**src/rtl/core/ssb_pkg.sv**
```systemverilog
// Shared types for the Shell sort byte unit: item structs and sequencer states.
// No dependencies.
package ssb_pkg;

    typedef struct packed {
        logic [7:0] data_byte;
        logic       is_last;
    } in_t;

    typedef struct packed {
        logic [7:0] sorted_byte;
        logic       end_of_run;
        logic       overflowed;
    } out_t;

    typedef enum logic [3:0] {
        ST_LOAD,
        ST_GAP,
        ST_RD_KEY,
        ST_KEY,
        ST_CMP,
        ST_WR_KEY,
        ST_ADV,
        ST_EM_RD,
        ST_EM_WAIT
    } state_t;

endpackage

```
**src/rtl/core/ssb_ram.sv**
```systemverilog
// Generic simple dual-port RAM: one write port, one read port, registered read.
// No dependencies.
module ssb_ram #(
    parameter int WIDTH = 8,
    parameter int DEPTH = 64
) (
    input  logic                     aclk,
    input  logic                     wr_en,
    input  logic [$clog2(DEPTH)-1:0] wr_addr,
    input  logic [WIDTH-1:0]         wr_data,
    input  logic                     rd_en,
    input  logic [$clog2(DEPTH)-1:0] rd_addr,
    output logic [WIDTH-1:0]         rd_data
);

    logic [WIDTH-1:0] mem [DEPTH];

    always_ff @(posedge aclk) begin
        if (wr_en) begin
            mem[wr_addr] <= wr_data;
        end
        if (rd_en) begin
            rd_data <= mem[rd_addr];
        end
    end

endmodule

```
**src/rtl/core/shell_sort_bytes_unit.sv**
```systemverilog
// Sequence: after the last item, gap setup, then per pass each element from the gap up
// is read as key and shifted down by the gap until placed, then the results are emitted.
// Throughput: one input item per cycle while loading; each result is registered before
// the next is read. Loading resumes once the final result is in the output register.
// Reset: aresetn synchronous active low; clears count, overflow flag, state, out valid.
// Depends on ssb_pkg and ssb_ram.
module shell_sort_bytes_unit
    import ssb_pkg::*;
#(
    parameter int MAX_LEN = 64
) (
    input  logic aclk,
    input  logic aresetn,
    input  logic s_valid,
    output logic s_ready,
    input  in_t  s_data,
    output logic m_valid,
    input  logic m_ready,
    output out_t m_data
);

    localparam int AW = (MAX_LEN > 1) ? $clog2(MAX_LEN) : 1;
    localparam int CW = $clog2(MAX_LEN + 1);

    state_t          state_reg, state_next;
    logic [CW-1:0]   count_reg, count_next;
    logic            ovf_reg, ovf_next;
    logic [AW-1:0]   gap_reg, gap_next;
    logic [AW-1:0]   i_reg, i_next;
    logic [AW-1:0]   j_reg, j_next;
    logic [AW-1:0]   k_reg, k_next;
    logic [7:0]      key_reg, key_next;
    out_t            out_reg, out_next;
    logic            out_valid_reg, out_valid_next;

    logic            ram_we;
    logic [AW-1:0]   ram_waddr;
    logic [7:0]      ram_wdata;
    logic            ram_re;
    logic [AW-1:0]   ram_raddr;
    logic [7:0]      ram_rdata;

    logic            in_acc;
    logic            smaller;
    logic [AW-1:0]   j_dec;
    logic [CW-1:0]   i_inc;
    logic [CW-1:0]   k_inc;
    logic [CW-1:0]   half_count;
    logic [AW-1:0]   half_gap;
    logic            out_free;

    ssb_ram #(
        .WIDTH (8),
        .DEPTH (MAX_LEN)
    ) u_store (
        .aclk    (aclk),
        .wr_en   (ram_we),
        .wr_addr (ram_waddr),
        .wr_data (ram_wdata),
        .rd_en   (ram_re),
        .rd_addr (ram_raddr),
        .rd_data (ram_rdata)
    );

    assign in_acc     = s_valid && s_ready;
    assign smaller    = key_reg < ram_rdata;
    assign j_dec      = j_reg - gap_reg;
    assign i_inc      = CW'(i_reg) + CW'(1);
    assign k_inc      = CW'(k_reg) + CW'(1);
    assign half_count = count_reg >> 1;
    assign half_gap   = gap_reg >> 1;
    assign out_free   = !out_valid_reg || m_ready;

    always_comb begin
        state_next = state_reg;
        case (state_reg)
            ST_LOAD: begin
                if (in_acc && s_data.is_last) begin
                    state_next = ST_GAP;
                end
            end
            ST_GAP: begin
                state_next = (half_count == '0) ? ST_EM_RD : ST_RD_KEY;
            end
            ST_RD_KEY: state_next = ST_KEY;
            ST_KEY:    state_next = ST_CMP;
            ST_CMP: begin
                if (!smaller) begin
                    state_next = ST_ADV;
                end else if (j_dec < gap_reg) begin
                    state_next = ST_WR_KEY;
                end
            end
            ST_WR_KEY: state_next = ST_ADV;
            ST_ADV: begin
                if (i_inc < count_reg) begin
                    state_next = ST_RD_KEY;
                end else begin
                    state_next = (half_gap == '0) ? ST_EM_RD : ST_RD_KEY;
                end
            end
            ST_EM_RD: begin
                if (out_free) begin
                    state_next = ST_EM_WAIT;
                end
            end
            ST_EM_WAIT: begin
                state_next = (k_inc == count_reg) ? ST_LOAD : ST_EM_RD;
            end
            default: state_next = ST_LOAD;
        endcase
    end

    always_comb begin
        s_ready        = (state_reg == ST_LOAD);
        count_next     = count_reg;
        ovf_next       = ovf_reg;
        gap_next       = gap_reg;
        i_next         = i_reg;
        j_next         = j_reg;
        k_next         = k_reg;
        key_next       = key_reg;
        out_next       = out_reg;
        out_valid_next = out_valid_reg && !m_ready;
        ram_we         = 1'b0;
        ram_waddr      = j_reg;
        ram_wdata      = key_reg;
        ram_re         = 1'b0;
        ram_raddr      = i_reg;
        case (state_reg)
            ST_LOAD: begin
                if (in_acc) begin
                    if (count_reg < CW'(MAX_LEN)) begin
                        ram_we     = 1'b1;
                        ram_waddr  = count_reg[AW-1:0];
                        ram_wdata  = s_data.data_byte;
                        count_next = count_reg + CW'(1);
                    end else begin
                        ovf_next = 1'b1;
                    end
                end
            end
            ST_GAP: begin
                gap_next = half_count[AW-1:0];
                i_next   = half_count[AW-1:0];
                k_next   = '0;
            end
            ST_RD_KEY: begin
                ram_re    = 1'b1;
                ram_raddr = i_reg;
            end
            ST_KEY: begin
                key_next  = ram_rdata;
                j_next    = i_reg;
                ram_re    = 1'b1;
                ram_raddr = i_reg - gap_reg;
            end
            ST_CMP: begin
                ram_we    = 1'b1;
                ram_waddr = j_reg;
                if (smaller) begin
                    ram_wdata = ram_rdata;
                    j_next    = j_dec;
                    ram_re    = 1'b1;
                    ram_raddr = j_dec - gap_reg;
                end else begin
                    ram_wdata = key_reg;
                end
            end
            ST_WR_KEY: begin
                ram_we    = 1'b1;
                ram_waddr = j_reg;
                ram_wdata = key_reg;
            end
            ST_ADV: begin
                k_next = '0;
                if (i_inc < count_reg) begin
                    i_next = i_inc[AW-1:0];
                end else begin
                    gap_next = half_gap;
                    i_next   = half_gap;
                end
            end
            ST_EM_RD: begin
                if (out_free) begin
                    ram_re    = 1'b1;
                    ram_raddr = k_reg;
                end
            end
            ST_EM_WAIT: begin
                out_next.sorted_byte = ram_rdata;
                out_next.end_of_run  = (k_inc == count_reg);
                out_next.overflowed  = ovf_reg;
                out_valid_next       = 1'b1;
                if (k_inc == count_reg) begin
                    count_next = '0;
                    ovf_next   = 1'b0;
                end else begin
                    k_next = k_inc[AW-1:0];
                end
            end
            default: begin
            end
        endcase
    end

    always_ff @(posedge aclk) begin
        if (!aresetn) begin
            state_reg     <= ST_LOAD;
            count_reg     <= '0;
            ovf_reg       <= 1'b0;
            out_valid_reg <= 1'b0;
        end else begin
            state_reg     <= state_next;
            count_reg     <= count_next;
            ovf_reg       <= ovf_next;
            out_valid_reg <= out_valid_next;
        end
    end

    always_ff @(posedge aclk) begin
        gap_reg <= gap_next;
        i_reg   <= i_next;
        j_reg   <= j_next;
        k_reg   <= k_next;
        key_reg <= key_next;
        out_reg <= out_next;
    end

    assign m_valid = out_valid_reg;
    assign m_data  = out_reg;

    a_count_bound: assert property (@(posedge aclk) disable iff (!aresetn)
        count_reg <= CW'(MAX_LEN))
        else $error("stored count above capacity");

    a_emit_slot_free: assert property (@(posedge aclk) disable iff (!aresetn)
        state_reg == ST_EM_WAIT |-> !out_valid_reg)
        else $error("output register overwritten while holding an item");

    a_no_write_in_emit: assert property (@(posedge aclk) disable iff (!aresetn)
        (state_reg == ST_EM_RD || state_reg == ST_EM_WAIT) |-> !ram_we)
        else $error("store written during emission");

    a_cmp_index: assert property (@(posedge aclk) disable iff (!aresetn)
        state_reg == ST_CMP |-> (j_reg >= gap_reg && gap_reg != '0))
        else $error("compare index below gap");

    a_ready_only_load: assert property (@(posedge aclk) disable iff (!aresetn)
        (in_acc && s_data.is_last) |=> state_reg == ST_GAP)
        else $error("last item did not start the sort");

endmodule
```
**config.mk**
```make
export PLATFORM = sky130hd
export DESIGN_NAME = shell_sort_bytes_unit
export DESIGN_NICKNAME = d
export VERILOG_FILES = /design/src/rtl/core/ssb_pkg.sv /design/src/rtl/core/ssb_ram.sv /design/src/rtl/core/shell_sort_bytes_unit.sv
export SDC_FILE = /design/constraint.sdc
export NUM_CORES = 1
export LEC_CHECK = 0
export ABC_AREA = 1
export BUFFER_PORTS_ARGS = -buffer_cell sky130_fd_sc_hd__buf_2
export CAP_MARGIN = 10
export CORE_MARGIN = 3
export CORE_UTILIZATION = 63
export DETAILED_ROUTE_END_ITERATION = 8
export GPL_TIMING_DRIVEN = 0
export PLACE_DENSITY = 0.79
export SLEW_MARGIN = 20
export SYNTH_ARGS = -nofsm -noshare
export SYNTH_HDL_FRONTEND = slang
export SYNTH_SLANG_ARGS = --single-unit
```
**constraint.sdc**
```tcl
create_clock -name aclk -period 4.2 [get_ports aclk]
set_input_delay 0.42 -clock aclk [delete_from_list [all_inputs] [get_ports aclk]]
set_output_delay 0.42 -clock aclk [all_outputs]
set_load 0.005 [all_outputs]
```
==> impl_results.md <==
- Status: completed
- Clock sinks: 575
- VDD IR max: 0.439 mV
- Drt via density: 6.25
- Initial antenna violation count: 1
- R2R setup slack: 0.08 ns
- Synthesized netlist cell count: 2547
- PortBufs: 24
- Num CTS Buffers: 55
- Yosys warning count: 0
- Largest net degree at the start of global routing: 26
- Multi-input logic area: 7870 um2
- Worst Hold Class: input port to flop
- Overflow after GRT: 0
- Clk pin slew, worst setup/hold paths: 0.06 ns
- Fmax: 242 MHz
- Headroom to the max-slew limit: 23.4%
- Overall Power: 24.4 mW
- Clock Path Buffers: 3
- #FFs+latches synth: 575
- RSZ-0062 raised after global routing: no
- Die Span Y: 211 um
- Drt total wl: 75000 um
- Largest register FFs: 512
- Register area share after synthesis: 64.6%
- EDFF count, synth: 562
- Area Overhead vs Synth: 12.6%
- Tightest Pin Transition: 1.15 ns
- PwrDens: 817 nW/um2
- Detailed Place HPWL: 53000 um
- Initial core utilization: 64.3%
- DRC: 0
- Post-Syn Nets: 2595
- Primary FF master, synth: edfxtp_1
- First-pass GRT wire length: 112000 um
- MaxCap Viol Count: 0
- Post-CTS Repair Setup Buffers: 0
- Fillers: 2744
- IO Pins: 25
- Count of cell types in the netlist: 50
- Htree depth: 2
- Register area: 17100 um2
- Vias in the first global route: 19191
- Die area: 44600 um2
- Final Max Tran Viols: 0
- Post-route ant nets: 0
- Final instance area: 29800 um2
- Total Nets Final: 2703
- Critical Path Start Type: flop
- CP max FO: 10
- CTS tree: built
- Final Critical Period: 4.12 ns
- Placed cell area: 28000 um2
- WP data arrival: 4.36 ns
- Total number of vias: 20197
- GRT Resource Usage Total: 33.7%
- Hold_ws: 0.0770 ns
- Worst Setup Path Type: flop to flop
- Biggest register: u_store.mem
- Routability cong.: 1.02
- Later-pin clock latency in the skew report: 0.62 ns
- Row count: 74
- Crit path capture type: flop
- Final Skew: 0.0170 ns
- Static leakage: 12.0 nW
- # hold bufs at CTS: 0
- Drt pass-1 iters: 6
- Syn avg cell area: 10.4 um2
- Critical path required time: 4.44 ns
- Syn Std Cell Area: 26500 um2
- Layout cells sized above 1: 11.8%
- Final period util: 98.2%
- Async set-reset flop share out of synthesis: 0%
- # setup viols final: 0
- Final hold vios: 0
- Final TNS setup: 0 ns
- Die width: 211 um
- 1st-iter DRT viols: 3374
- Post-CTS Resized: 0
- CORE AREA: 41200 um2
- Root Driver: clkbuf_16
- Wire per inst: 23.2 um
## cell usage after synthesis, types with 3 or more instances
cell      number  area share (%)
o21ai_0       29            0.55
nor2_1       103             1.5
buf_2         92             1.7
nand2_1      704              10
ha_1          32             1.5
inv_2         14            0.20
xor2_1        18            0.59
fa_1           3            0.23
xnor2_1        3           0.099
nand4_1        8            0.19
inv_1        209             3.0
nor3_1        10            0.19
nor2_2         5            0.12
nand4_2        6            0.28
a21oi_1       35            0.66
buf_4         30            0.85
buf_6          3            0.13
o21a_1         8            0.23
nand3b_1      32            0.91
edfxtp_1     562              64
nand3_1      565              11
nand2_2        7            0.17
clkinv_1       5           0.071
dfxtp_1       13            0.98
clkbuf_1      12            0.17
o221ai_1       7            0.23
## final timing paths
| kind | end | depth (start not counted) | startpoint |
|---|---|---|---|
| worst max-delay path | u_store.mem[41][3] | 12 | state_reg[3] |
| worst min-delay path | state_reg[1] | 3 | aresetn |
| worst max register to register | u_store.mem[41][3] | 12 | state_reg[3] |
| worst min register to register | m_data[0] | 0 | ovf_reg |
## cell type report
cell class / count / area share (%)
Clock inverter: 33 / 1.40
Inverter: 228 / 2.87
Antenna cell: 1 / 0.00839
Tap cell: 532 / 2.23
Timing Repair Buffer: 51 / 2.20
Sequential cell: 575 / 57.4
Multi-Input combinational cell: 1605 / 26.4
Buffer: 139 / 2.60
Clock buffer: 67 / 4.91
## critical path, stage by stage, from the launching register on
cell and delay [ns]:
dfxtp_1 0.45, nor2_2 0.10, inv_2 0.14, nor2_8 0.07, nand2_2 0.12, nor2_8 0.07
inv_2 0.13, nor2_1 0.05, inv_1 0.07, o21ai_0 0.33, inv_1 0.30, nand4_1 0.86
nor2_1 1.03
## cell usage in the layout (no fill, tap or decap), types with 9 or more instances in the layout
cell type / count
clkbuf_1: 19
buf_16: 15
buf_4: 37
inv_1: 209
nand2_1: 704
ha_1: 32
dfxtp_1: 13
edfxtp_1: 562
o21ai_0: 29
bufinv_16: 9
clkinv_1: 13
clkbuf_16: 57
nor3_1: 10
inv_2: 14
nor2_1: 102
buf_2: 116
nand3_1: 565
xor2_1: 18
nand3b_1: 32
a21oi_1: 35
## per-stage QoR
stage,util [%],cells,setup WS [ns]
2_1_floorplan,-,2547,0.424
3_3_place_gp,66.2,3103,-3.27
3_5_place_dp,67.8,3130,0.193
4_1_cts,72.4,3230,0.114
5_1_grt,72.4,3230,0.00959
6_report,72.4,3231,0.0762
## layer usage
layer  wire length [um]  vias to the layer above  GRT usage (%)
met5                  0                        -              0
met2              33500                     1471           51.9
li1                   -                     8961              -
met3               9500                      258           6.46
met1              28000                     9507           47.0
met4               3970                        0           16.5
## logic make-up after synthesis
logic type / after synthesis / synth area share (%)
AO/OA/AOI/OAI: 95 / 2.28
buffers and inverters: 367 / 6.14
flip-flops: 575 / 64.6
AND/OR/NAND/NOR: 1454 / 24.5
adder cells (fa/ha/maj): 35 / 1.74
XOR/XNOR: 21 / 0.694
## report_power, final
part	total [mW]	internal [mW]	switching, mW
clock	5.18	3.03	2.15
combinational	11.2	3.29	7.91
sequential	8.01	7.81	0.203
No activity file was read; power rests on OpenSTA's default activity.
